### config.mk
export PLATFORM = sky130hd
export DESIGN_NAME = l1ac_fifo
export DESIGN_NICKNAME = d
export VERILOG_FILES = /design/src/design/l1ac_pkg.sv /design/src/design/l1ac_fifo.sv
export SDC_FILE = /design/constraint.sdc
export NUM_CORES = 1
export LEC_CHECK = 0
export ABC_AREA = 0
export BUFFER_PORTS_ARGS = -buffer_cell sky130_fd_sc_hd__buf_2
export CAP_MARGIN = 20
export CORE_MARGIN = 2
export CORE_UTILIZATION = 47
export CTS_CLUSTER_SIZE = 24
export DETAILED_ROUTE_END_ITERATION = 10
export PLACE_DENSITY = 0.76
export SLEW_MARGIN = 10
export SYNTH_ARGS = -nofsm -noshare
export SYNTH_HDL_FRONTEND = slang
export SYNTH_SLANG_ARGS = --single-unit
### constraint.sdc
create_clock -name i_clk -period 7 [get_ports i_clk]
set_input_delay 0.35 -clock i_clk [delete_from_list [all_inputs] [get_ports i_clk]]
set_output_delay 0.35 -clock i_clk [all_outputs]
set_load 0.03 [all_outputs]
### src/design/l1ac_pkg.sv
package l1ac_pkg;

    localparam int M_W   = 9;
    localparam int S_W   = 24;
    localparam int Q_W   = 40;
    localparam int X_W   = 16;
    localparam int WIDE  = 58;
    localparam int VAL_W = 18;

    typedef struct packed {
        logic [M_W-1:0] m;
        logic [S_W-1:0] s;
        logic [Q_W-1:0] q;
        logic [Q_W-1:0] p;
        logic [X_W-1:0] first;
        logic [X_W-1:0] last;
    } t_snap;

endpackage

### src/design/l1ac_fifo.sv
module l1ac_fifo (
    input  logic            i_clk,
    input  logic            i_rst_n,
    input  logic            i_push,
    input  l1ac_pkg::t_snap i_data,
    input  logic            i_pop,
    output l1ac_pkg::t_snap o_data,
    output logic            o_empty,
    output logic            o_full
);

    l1ac_pkg::t_snap r_mem [2];
    logic            r_wp, r_rp;
    logic [1:0]      r_cnt;

    assign o_empty = (r_cnt == 2'd0);
    assign o_full  = (r_cnt == 2'd2);
    assign o_data  = r_mem[r_rp];

    always_ff @(posedge i_clk) begin
        if (i_push) begin
            r_mem[r_wp] <= i_data;
        end
    end

    always_ff @(posedge i_clk) begin
        if (!i_rst_n) begin
            r_wp <= 1'b0;
            r_rp <= 1'b0;
            r_cnt <= 2'd0;
        end else begin
            if (i_push) begin
                r_wp <= !r_wp;
            end
            if (i_pop) begin
                r_rp <= !r_rp;
            end
            r_cnt <= r_cnt + {1'b0, i_push} - {1'b0, i_pop};
        end
    end

endmodule

=== Word level (Yosys, flattened, before mapping) ===
Memories as Yosys holds them, arrays and structs flattened. A register that Yosys moved wholly into a read port is not among the register bits.
Index checks and enable logic that the tools add are counted.
W data, S select, Z words.

* Memories kept: 1
* Bits in writable memories: 290
* Output and inout bits: 147
* Bits of input ports: 149
* Bits in registers: 4

* Equality and inequality tests: 1
* Add/sub/neg operators: 2
* Reductions and logical operators: 3
* Mux-type cells: 4

{| class="wikitable"
|+ Memory list
! memory !! words !! bits a word !! read ports !! clocked after memory_dff !! write ports !! line !! RTL
|-
| r_mem || 2 || 145 || 1 || 1 || 1 || l1ac_fifo.sv:12 || <nowiki>l1ac_pkg::t_snap r_mem [2];</nowiki>
|}

{| class="wikitable"
|+ Operator list
! cell !! count
|-
| $mux W1 || 4
|-
| $add A2 B1 Y2 || 1
|-
| $eq A2 B2 Y1 const B || 1
|-
| $logic_not A1 Y1 || 2
|-
| $logic_not A2 Y1 || 1
|-
| $sub A2 B1 Y2 || 1
|}

=== Depth between registers and ports, before layout ===
* Depth after elaboration: 3
* Gate-level depth with buffers: 6
* Depth with buffers taken out: 6

=== Least setup slack after synthesis ===
OpenSTA, ideal clock, no wires.

* Path type: register to register
* Start point: register r_wp
* End point: memory r_mem[0][0] (netlist name) (enable)
* Arrival: 6.708 ns
* Required time: 6.331 ns
* Setup slack: -0.377 ns
* Stages on the path, launching flop included: 2
* Buffers on the path: 0
* Path through: dfxtp_1 > nor2b_1

{| class="wikitable"
|+ RTL lines
! what !! line !! RTL
|-
| from (decl) || l1ac_fifo.sv:13 || <nowiki>logic r_wp, r_rp;</nowiki>
|-
| from (signal assigned) || l1ac_fifo.sv:33 || <nowiki>r_wp <= !r_wp;</nowiki>
|-
| to (decl) || l1ac_fifo.sv:12 ||
|}

Straight into the memory's write port.

==> results.sh <==
export IMPL_outcome="completed"
export IMPL_min_path_type="in -> reg"
export IMPL_critPathLaunchType="flip-flop"
export IMPL_async_flop_share_pct=0
export IMPL_grt_pass1_vias=6503
export IMPL_cts_max_level=1
export IMPL_yosysMostFrequentCell="edfxtp_1"
export IMPL_critical_path_class="reg -> out"
export IMPL_final_nets=1071
export IMPL_power_frac_seq_pct=50.8
export IMPL_ir_drop_mv=0.2658
export IMPL_finalWirelength_um=22770
export IMPL_min_period_ns=2.896
export IMPL_grt_start_max_net_pins=77
export IMPL_rsz0062_at_grt="no"
export IMPL_fmax_ghz=0.3453
export IMPL_cts_tree="done"
export IMPL_routed_via_density=4.905
export IMPL_comb_power_share_pct=15.1
export IMPL_setup_tns_ns=0
export IMPL_port_buffers=295
export IMPL_fillCellCount=1530
export IMPL_ys_seq_elements=295
export IMPL_coreArea_um2=22710
export IMPL_clockBufferDepth=3
export IMPL_netSwitchingFraction_pct=24.32
export IMPL_synth_edf_count=290
export IMPL_synth_area_leaders="edfxtp_1 (80%), mux2_2 (9.8%), mux2_4 (6.9%)"
export IMPL_place_hpwl_um=13110
export IMPL_dr_pass1_iters=7
export IMPL_hold_viol_final=0
export IMPL_cts_root_buf="clkbuf_16"
export IMPL_fin_area_um2=14820
export IMPL_grt_pass1_wl_um=34160
export IMPL_synth_area_um2=10880
export IMPL_die_w_um=156.1
export IMPL_cts_hold_buf=133
export IMPL_ys_types=14
export IMPL_dieArea_um2=24380
export IMPL_yosysTopAreaCell="edfxtp_1"
export IMPL_p_leak_nw=5.728
export IMPL_internal_power_mw=3.090
export IMPL_drt_iter0_markers=332
export IMPL_row_count=55
export IMPL_p_per_area_nw_per_um2=275.4
export IMPL_syn_inst=472
export IMPL_drv_cap=0
export IMPL_yosys_warnings=0
export IMPL_cts_setup_buffers=0
export IMPL_pre_cts_ws_ns=4.336
export IMPL_vias=6019
export IMPL_syn_nets=623
export IMPL_clkPwrFrac_pct=34.1
export IMPL_ys_flop_type="edfxtp_1"
export IMPL_fin_skew_ns=0.005788
export IMPL_yosysSeqAreaShare_pct=80.98
export IMPL_crit_path_end_kind="output pin"
export IMPL_finalSetupViolations=0
export IMPL_cts_resized=0
export IMPL_grt_util_all_layers_pct=18.11
export IMPL_place_gp_congestion=0.7269
export IMPL_wl_per_cell_um=18.56
export IMPL_worst_slack_ns=4.104
export IMPL_syn_avg_cell_area_um2=23.05
export IMPL_slew_headroom_pct=33.82
export IMPL_synth_top_area_share_pct=80.06
export IMPL_synth_common_cells="edfxtp_1 (290), mux2_2 (95), mux2_4 (50), buf_2 (9), buf_6 (7)"
export IMPL_clkTransAtPathRegs_ns=0.06
export IMPL_drv_slew=0
export IMPL_grt_overflow_total=0
export IMPL_tightest_slew_ns=0.9926
export IMPL_initial_core_util_pct=47.90
export IMPL_syn_to_final_growth_pct=36.28
export IMPL_antenna_left=0
export IMPL_finish_utilization_pct=65.28
export IMPL_clkLatencyLatePin_ns=0.53
export IMPL_dpl_cell_area_um2=12640
export IMPL_cts_inserted_buffers=28
export IMPL_drive_gt1_share_pct=51.60
export IMPL_antenna_found_initial=2
export IMPL_cp_arrival_ns=2.55
export IMPL_fp_dieH_um=156.1
export IMPL_p_sw_uw=993.2
export IMPL_clock_sinks=295
export IMPL_route_detailed_drc=0
export IMPL_io_pins=296
export IMPL_power_mw=4.083
export IMPL_finalCritPeriodShare_pct=41.38
export IMPL_required_ns=6.65
export IMPL_crit_path_max_fanout=65
==> metal layers <==
| layer | routed length (um) | GRT usage (%) | up-vias |
|---|---|---|---|
| met5 | 0 | 0 | - |
| met4 | 705 | 6.772 | 0 |
| met3 | 1781 | 5.139 | 51 |
| met2 | 11660 | 32.41 | 265 |
| met1 | 8627 | 20.71 | 2933 |
| li1 | - | - | 2770 |
==> critical path, cell delays in order (launching register included) <==
cell	delay, ns
dfxtp_4	0.54
buf_4	0.76
mux2_2	0.44
buf_2	0.19
==> state kept, by name, summed over array words and instances, names as in the netlist, named ones only <==
signal and cells:
r_cnt 2, r_mem 290, r_rp 1, r_wp 1
==> layout by cell type, fill, tap and decap left out, types with 2 or more instances in the layout <==
master and n:
and2_1 3, dlygate4sd3_1 134, nor2b_1 3, inv_1 2, buf_2 295, dfxtp_1 4
mux2_2 95, ha_1 2, clkbuf_16 29, clkbuf_1 8, edfxtp_1 290, clkinv_2 7
diode_2 2, mux2_4 50, buf_4 5, clkinv_1 5
==> power groups by stage <==
| stage | Clock (mW) | Combinational, mW | Sequential (mW) |
|---|---|---|---|
| after CTS | 1.41 | 0.616 | 2.07 |
| after detailed placement | 0 | 0.554 | 2.11 |
| after global placement | 0 | 0.547 | 2.10 |
| after floorplan | 0 | 0.395 | 2.11 |
| final | 1.39 | 0.617 | 2.07 |
| after global routing | 1.48 | 0.651 | 2.08 |
==> logic make-up after synthesis <==
logic type,share of synthesized area (%)
xor+xnor,0.2876
flops,80.98
fa+ha+maj,0.2300
buf+inv,1.208
compound gates,0.06904
simple gates,0.4945
mux,16.74
==> through the flow <==
| stage | hold WS [ns] | instances |
|---|---|---|
| global route | 0.005089 | 1227 |
| CTS | 0.002325 | 1224 |
| floorplan | 0.4489 | 472 |
| finish | 0.01836 | 1227 |
| detailed placement | 0.5407 | 1041 |
| global placement | 0.5371 | 1041 |
==> area by class of cell <==
class	instances	area, um^2	area share, %
flip-flops and latches	295	8812	59.44
repair buffers	434	2855	19.26
multi-input cells	159	1948	13.14
clock buffers	37	755.7	5.098
well taps	285	356.6	2.405
clock inverters	13	83.83	0.5655
inverters	2	7.507	0.05064
diodes	2	5.005	0.03376
==> path summary, 6_finish.rpt <==
| path | from | end | slack, ns | depth (start not counted) |
|---|---|---|---|---|
| setup / recovery | flip-flop | o_data[76] | 4.10 | 3 |
| hold / removal | i_data[108] | r_mem[1][108] | 0.02 | 1 |
| setup reg to reg | r_wp | r_mem[1][110] | 4.47 | 2 |
| hold reg to reg | r_rp | flip-flop | 0.61 | 2 |
Power figures use the tool's default switching activity.
