File: src/design/l1ac_pkg.sv
package l1ac_pkg;

    localparam int M_W   = 9;
    localparam int S_W   = 24;
    localparam int Q_W   = 40;
    localparam int X_W   = 16;
    localparam int WIDE  = 58;
    localparam int VAL_W = 18;

    typedef struct packed {
        logic [M_W-1:0] m;
        logic [S_W-1:0] s;
        logic [Q_W-1:0] q;
        logic [Q_W-1:0] p;
        logic [X_W-1:0] first;
        logic [X_W-1:0] last;
    } t_snap;

endpackage

File: src/design/l1ac_front.sv
module l1ac_front #(
    parameter int SERIES_MAX = 256,
    parameter int COUNT_BITS = 16
) (
    input  logic                       i_clk,
    input  logic                       i_rst_n,
    input  logic                       i_accept,
    input  logic [l1ac_pkg::X_W-1:0]   i_sample,
    input  logic                       i_missing,
    input  logic                       i_end,
    output logic                       o_push,
    output l1ac_pkg::t_snap            o_snap
);

    logic [l1ac_pkg::M_W-1:0] r_m, n_m;
    logic [l1ac_pkg::S_W-1:0] r_s, n_s;
    logic [l1ac_pkg::Q_W-1:0] r_q, n_q, r_p, n_p;
    logic [l1ac_pkg::X_W-1:0] r_first, n_first, r_last, n_last;
    logic [l1ac_pkg::X_W-1:0] x;
    logic                     keep;

    always_comb begin
        x = i_sample & l1ac_pkg::X_W'((32'd1 << COUNT_BITS) - 32'd1);
        keep = !i_missing && (r_m < l1ac_pkg::M_W'(SERIES_MAX));
        n_m = r_m;
        n_s = r_s;
        n_q = r_q;
        n_p = r_p;
        n_first = r_first;
        n_last = r_last;
        if (keep) begin
            if (r_m == '0) begin
                n_first = x;
            end else begin
                n_p = r_p + l1ac_pkg::Q_W'(r_last * x);
            end
            n_s = r_s + l1ac_pkg::S_W'(x);
            n_q = r_q + l1ac_pkg::Q_W'(x * x);
            n_last = x;
            n_m = r_m + 1'b1;
        end
    end

    assign o_push = i_accept && i_end;
    assign o_snap = '{m: n_m, s: n_s, q: n_q, p: n_p, first: n_first, last: n_last};

    always_ff @(posedge i_clk) begin
        if (!i_rst_n) begin
            r_m <= '0;
            r_s <= '0;
            r_q <= '0;
            r_p <= '0;
            r_first <= '0;
            r_last <= '0;
        end else if (i_accept) begin
            if (i_end) begin
                r_m <= '0;
                r_s <= '0;
                r_q <= '0;
                r_p <= '0;
                r_first <= '0;
                r_last <= '0;
            end else begin
                r_m <= n_m;
                r_s <= n_s;
                r_q <= n_q;
                r_p <= n_p;
                r_first <= n_first;
                r_last <= n_last;
            end
        end
    end

endmodule

File: config.mk
export PLATFORM = sky130hd
export DESIGN_NAME = l1ac_front
export DESIGN_NICKNAME = d
export VERILOG_FILES = /design/src/design/l1ac_pkg.sv /design/src/design/l1ac_front.sv
export SDC_FILE = /design/constraint.sdc
export NUM_CORES = 2
export LEC_CHECK = 0
export ABC_CLOCK_PERIOD_IN_PS = 9550
export BUFFER_PORTS_ARGS = -buffer_cell sky130_fd_sc_hd__buf_2
export CORE_ASPECT_RATIO = 2
export CORE_UTILIZATION = 35
export CTS_BUF_LIST = sky130_fd_sc_hd__clkbuf_2
export DETAILED_ROUTE_END_ITERATION = 7
export MAX_ROUTING_LAYER = met4
export SYNTH_ARGS = -nofsm -noshare
export SYNTH_HDL_FRONTEND = slang
export SYNTH_SLANG_ARGS = --single-unit
File: constraint.sdc
create_clock -name i_clk -period 9.55 [get_ports i_clk]
set_input_delay 0.955 -clock i_clk [delete_from_list [all_inputs] [get_ports i_clk]]
set_output_delay 0.955 -clock i_clk [all_outputs]
set_load 0.005 [all_outputs]
# Word level (Yosys, flattened, before mapping)
# Index checks and enable logic that the tools add are counted.
[word_totals]
inputBits = 21
output_inout_bits = 146
register_bits = 145
word_cells = 31
[op_classes]
order_cmp = 1
reduce_logical = 4
add_sub_neg = 4
mux = 14
n_mul = 2
[ops]
columns = ["op", "n"]
rows = [
  ["$mux W40", 5],
  ["$add A40 B32 Y40", 2],
  ["$mux W16", 5],
  ["$mul A16 B16 Y32", 2],
  ["$mux W24", 2],
  ["$add A24 B16 Y24", 1],
  ["$mux W9", 2],
  ["$add A9 B1 Y9 const B", 1],
  ["$logic_not A9 Y1", 1],
  ["$lt A9 B9 Y1 const B", 1],
  ["$logic_and A1 B1 Y1", 2],
  ["$logic_not A1 Y1", 1],
]

# Depth between registers and ports, before layout
[logic_depth]
ltp_word = 5
depth_mapped = 27
depth_no_buf = 24

# Worst setup path before layout
# No wires, ideal clock.
[synth_timing]
path_type = "input to output"
startpoint = "in i_sample[13] (netlist bit)"
endpoint = "out o_snap[104] (netlist bit)"
cell_stages = 25
required_time_ps = 8595
setup_slack_ps = 1787
arrival_time_ps = 6808
n_path_buf = 3
path_cell_list = "buf_1 > clkbuf_1 > nand2_1 > fa_1 > inv_1 > fa_1 > inv_1 > fa_1 > inv_1 > fa_1 > inv_1 > fa_1 > fa_1 > inv_1 > ha_1 > buf_2 > a21o_1 > or3_1 > nor4_1 > nor2_1 > a21oi_1 > o31a_1 > o21ai_1 > xnor2_1 > o21ai_0"
[synth_rtl]
columns = ["element", "line_no", "rtl"]
rows = [
  ["start, declared", "l1ac_front.sv:8", "input logic [l1ac_pkg::X_W-1:0] i_sample,"],
  ["end, declared", "l1ac_front.sv:12", "output l1ac_pkg::t_snap o_snap"],
]

==> flow_results.xml <==
<?xml version="1.0" encoding="UTF-8"?>
<metrics>
  <group name="status">
    <metric name="outcome" unit="">complete, no violations</metric>
  </group>
  <group name="clocking">
    <metric name="cts_hold_buffers" unit="">0</metric>
    <metric name="cts.htree.levels" unit="">4</metric>
    <metric name="cts_root_buffer" unit="">sky130_fd_sc_hd__clkbuf_2</metric>
    <metric name="cts_buffers" unit="">17</metric>
    <metric name="post_cts_buffers" unit="">0</metric>
    <metric name="cts.sink_count" unit="">145</metric>
    <metric name="clk_path_buf_depth" unit="">2</metric>
    <metric name="post_cts_resized" unit="">0</metric>
    <metric name="cts.clk_slew.worst_paths" unit="ns">0.26</metric>
    <metric name="clock_insertion_delay_worst_skew" unit="ns">1.02</metric>
    <metric name="tritoncts" unit="">yes</metric>
  </group>
  <group name="place">
    <metric name="pre_cts_ws" unit="ns">0.7487</metric>
    <metric name="placedInstanceArea" unit="µm²">27750</metric>
    <metric name="place_hpwl" unit="mm">64.71</metric>
    <metric name="gp_routability_congestion" unit="">0.8838</metric>
    <metric name="io_buffers" unit="">166</metric>
  </group>
  <group name="final_layout">
    <metric name="ff_latch_area" unit="µm²">2903</metric>
    <metric name="drive_above_1_share" unit="%">8.664</metric>
    <metric name="finalCoreUtilization" unit="%">38.30</metric>
    <metric name="fillers" unit="">7581</metric>
    <metric name="area_growth_syn_to_layout" unit="%">7.911</metric>
    <metric name="area_occupied_by_multi_input_gates" unit="µm²">19780</metric>
    <metric name="finalInstanceArea" unit="µm²">27970</metric>
    <metric name="finalNetCount" unit="">3946</metric>
  </group>
  <group name="synth">
    <metric name="synth_top_cell_area_share" unit="%">32.67</metric>
    <metric name="yosys_most_used_dff" unit="">sky130_fd_sc_hd__dfxtp_1</metric>
    <metric name="ys.warnings.count" unit="">0</metric>
    <metric name="yosys.area_share.simple" unit="%">16.15</metric>
    <metric name="yosysSeqAreaShare" unit="%">11.20</metric>
    <metric name="postSynthCellCount" unit="">3181</metric>
    <metric name="synth_most_common_cell" unit="">sky130_fd_sc_hd__inv_1</metric>
    <metric name="synth_top_cells_by_count" unit="">716 x sky130_fd_sc_hd__inv_1, 475 x sky130_fd_sc_hd__nand2_1, 423 x sky130_fd_sc_hd__fa_1</metric>
    <metric name="synth_edf_count" unit="">0</metric>
    <metric name="synth.mux.area_fraction" unit="%">0.5551</metric>
    <metric name="synth_cell_types" unit="">70</metric>
    <metric name="post_syn_nets" unit="">3861</metric>
    <metric name="synth.avg_cell_area" unit="µm²">8.149</metric>
    <metric name="async_reset_ff_share" unit="%">0</metric>
    <metric name="synth_top_area_cell" unit="">sky130_fd_sc_hd__fa_1</metric>
    <metric name="ys_ff_latch" unit="">145</metric>
    <metric name="synth_compound_area_share" unit="%">11.98</metric>
    <metric name="synth_xor_xnor_area_share" unit="%">3.480</metric>
    <metric name="combinational_family_with_the_most_area_after_synthesis" unit="">adder cells</metric>
    <metric name="synthesis.area" unit="µm²">25920</metric>
    <metric name="ys_top_cells_by_area" unit="">sky130_fd_sc_hd__fa_1 33%, sky130_fd_sc_hd__ha_1 11%, sky130_fd_sc_hd__dfxtp_1 11%, sky130_fd_sc_hd__inv_1 10%, sky130_fd_sc_hd__nand2_1 6.9%</metric>
    <metric name="yosys.area_share.adder" unit="%">44.06</metric>
  </group>
  <group name="critical_path">
    <metric name="path_class" unit="">reg2out</metric>
    <metric name="crit_path_end_kind" unit="">output port</metric>
    <metric name="critical_path_s_slowest_cell" unit="">sky130_fd_sc_hd__dfxtp_1</metric>
    <metric name="critical-path-top-cell-by-count" unit="">sky130_fd_sc_hd__fa_1</metric>
    <metric name="cp_data_arrival_time" unit="ns">8.23</metric>
    <metric name="timing.critical_path.from_type" unit="">flop</metric>
    <metric name="critical_path_fanout_max" unit="">11</metric>
    <metric name="critical-path-max-stage-delay" unit="ns">0.84</metric>
    <metric name="series_of_cell_instances_along_the_critical_path" unit="">buf_4 &gt; nand2_1 &gt; fa_1 &gt; inv_1 &gt; fa_1 &gt; inv_1 &gt; fa_1 &gt; inv_1 &gt; fa_1 &gt; fa_1 &gt; inv_1 &gt; fa_1 &gt; inv_1 &gt; ha_1 &gt; nand2_1 &gt; o21ai_0 &gt; o21ai_0 &gt; a31oi_1 &gt; nand3_1 &gt; a311oi_1 &gt; xor2_1 &gt; buf_2</metric>
    <metric name="required" unit="ns">8.60</metric>
    <metric name="worst_path_dominant_cell_family" unit="">adder cells</metric>
    <metric name="critPathBufInv" unit="">7</metric>
  </group>
  <group name="timing">
    <metric name="final.setup.worst_slack" unit="ns">0.3644</metric>
    <metric name="clock.fmax" unit="MHz">108.9</metric>
    <metric name="slew-limit-headroom" unit="%">22.04</metric>
    <metric name="fin_setup_tns" unit="ns">0</metric>
    <metric name="final_hold_viol_count" unit="">0</metric>
    <metric name="timing.final.setup_violations" unit="">0</metric>
    <metric name="fin_worst_skew" unit="ns">0.06511</metric>
    <metric name="grt_setup_unrepaired" unit="">no</metric>
    <metric name="final_count_of_pins_violating_max_slew" unit="">0</metric>
    <metric name="max_slew.worst_pin.slew" unit="ns">1.165</metric>
    <metric name="final.min_clock_period" unit="ns">9.186</metric>
    <metric name="part_of_the_cycle_the_worst_path_needs" unit="%">96.18</metric>
  </group>
  <group name="floorplan">
    <metric name="dieHeight" unit="µm">386.9</metric>
    <metric name="starting_density_of_the_core" unit="%">35.49</metric>
    <metric name="floorplan.core_area" unit="µm²">73050</metric>
    <metric name="floorplan.io_pins" unit="">167</metric>
    <metric name="fp-row-count" unit="">140</metric>
    <metric name="total_die_area" unit="µm²">75220</metric>
    <metric name="die_w" unit="µm">194.4</metric>
  </group>
  <group name="power">
    <metric name="peakVddDrop" unit="µV">553.2</metric>
    <metric name="total_power" unit="µW">7202</metric>
    <metric name="p_leak" unit="µW">0.01454</metric>
    <metric name="pwr_density_cell" unit="nW/µm²">257.5</metric>
  </group>
  <group name="min_path">
    <metric name="min_path_type" unit="">in2reg</metric>
  </group>
  <group name="grt">
    <metric name="grt-ovfl-total" unit="">0</metric>
    <metric name="grt_first_pass_wirelength" unit="mm">125.6</metric>
    <metric name="grt_pass1_vias" unit="">23020</metric>
    <metric name="maximum_number_of_pins_on_one_net_before_global_route_repair" unit="">80</metric>
    <metric name="globalRouteTotalUtil" unit="%">22.41</metric>
    <metric name="grt_antenna_before_repair" unit="">4</metric>
  </group>
  <group name="drt">
    <metric name="antenna_violating_nets_left" unit="">0</metric>
    <metric name="vias" unit="">21250</metric>
    <metric name="post_drt_wl_per_cell" unit="µm">18.95</metric>
    <metric name="top_layer" unit="">met4</metric>
    <metric name="drt-pass1-iter-count" unit="">5</metric>
    <metric name="met2_wirelength" unit="mm">44.13</metric>
    <metric name="routed_wire_length" unit="mm">79.76</metric>
    <metric name="detailedRoute.firstIterationViolations" unit="">1115</metric>
    <metric name="met3WireLength" unit="mm">2.820</metric>
    <metric name="met1Wirelength" unit="mm">29.04</metric>
    <metric name="post_drt_via_cell_ratio" unit="">5.051</metric>
    <metric name="drc" unit="">0</metric>
  </group>
  <group name="job">
    <metric name="max_cap_viol_count" unit="">0</metric>
  </group>
</metrics>
logic make-up (layout without fill, tap and decap cells):
kind of cell	Yosys count	count (layout)
and+or+nand+nor	904	904
buffers and inverters	867	964
adders and majority gates	659	659
AOI/OAI and AO/OA	490	490
DFF	145	145
xor gates and xnor gates	103	103
muxes	13	13
other	0	7
state kept, by name (all words and copies together), names as in the netlist:
register and cells:
r_first 16, r_s 24, r_m 9, r_q 40
r_last 16, r_p 40
worst paths after layout:
path | start | endpoint | slack (ns) | cells past startpoint
worst max-delay path | r_last[11]$_SDFFE_PN0P_ | o_snap[69] | 0.36 | 22
worst min-delay path | i_rst_n | r_q[34]$_SDFFE_PN0P_ | 0.46 | 5
worst max register to register | r_last[11]$_SDFFE_PN0P_ | r_p[37]$_SDFFE_PN0P_ | 2.34 | 22
worst min register to register | r_p[33]$_SDFFE_PN0P_ | r_p[33]$_SDFFE_PN0P_ | 0.50 | 2
per-stage QoR:
stage               hold slack, ns  std cells
floorplan                   0.4506       3181
global placement            0.4668       4170
detailed placement          0.4800       4170
CTS                         0.3897       4201
global route                0.3947       4208
finish                      0.4564       4208
placed cells by master, fill, tap and decap left out, types with 9 or more instances in the layout:
cell type,count
sky130_fd_sc_hd__a22o_1,20
sky130_fd_sc_hd__nor2_1,110
sky130_fd_sc_hd__a21o_1,43
sky130_fd_sc_hd__xor2_1,42
sky130_fd_sc_hd__ha_1,236
sky130_fd_sc_hd__nand2_1,475
sky130_fd_sc_hd__o21a_1,9
sky130_fd_sc_hd__o21bai_1,11
sky130_fd_sc_hd__and3_1,17
sky130_fd_sc_hd__mux2_2,11
sky130_fd_sc_hd__and2_1,164
sky130_fd_sc_hd__clkbuf_2,17
sky130_fd_sc_hd__a21oi_1,95
sky130_fd_sc_hd__nor3_1,13
sky130_fd_sc_hd__a31oi_1,15
sky130_fd_sc_hd__buf_4,49
sky130_fd_sc_hd__nand4_1,17
sky130_fd_sc_hd__o22ai_1,12
sky130_fd_sc_hd__inv_1,715
sky130_fd_sc_hd__xnor2_1,61
sky130_fd_sc_hd__o21ai_0,152
sky130_fd_sc_hd__fa_1,423
sky130_fd_sc_hd__nor2b_1,35
sky130_fd_sc_hd__buf_2,166
sky130_fd_sc_hd__nand3_1,27
sky130_fd_sc_hd__a22oi_1,72
sky130_fd_sc_hd__dfxtp_1,145
where the power goes:
group	switching, µW	total [µW]	internal [µW]
registers	36.9	680	643
logic	3780	6120	2340
clock network	319	398	78.8
total	4140	7200	3070
layout make-up:
class | instances | share of cell area (%)
multi-input cells | 2169 | 70.71
flip-flops and latches | 145 | 10.38
inverters | 717 | 9.621
repair buffers | 216 | 4.357
well taps | 923 | 4.128
clock inverters | 14 | 0.4383
clock buffers | 17 | 0.3042
diodes | 7 | 0.06262
tightest hold or removal path, delay by kind of cell:
kind	cells	cell delay, ns
AO/OA/AOI/OAI	2	0.14
buffers and inverters	1	0.12
AND/OR/NAND/NOR	2	0.20
layer usage:
metal	track usage, %	up-vias
li1	-	9988
met1	22.44	10590
met2	42.60	489
met3	2.447	190
met4	10.69	0
met5	-	-
(Power assumes the default switching activity.)
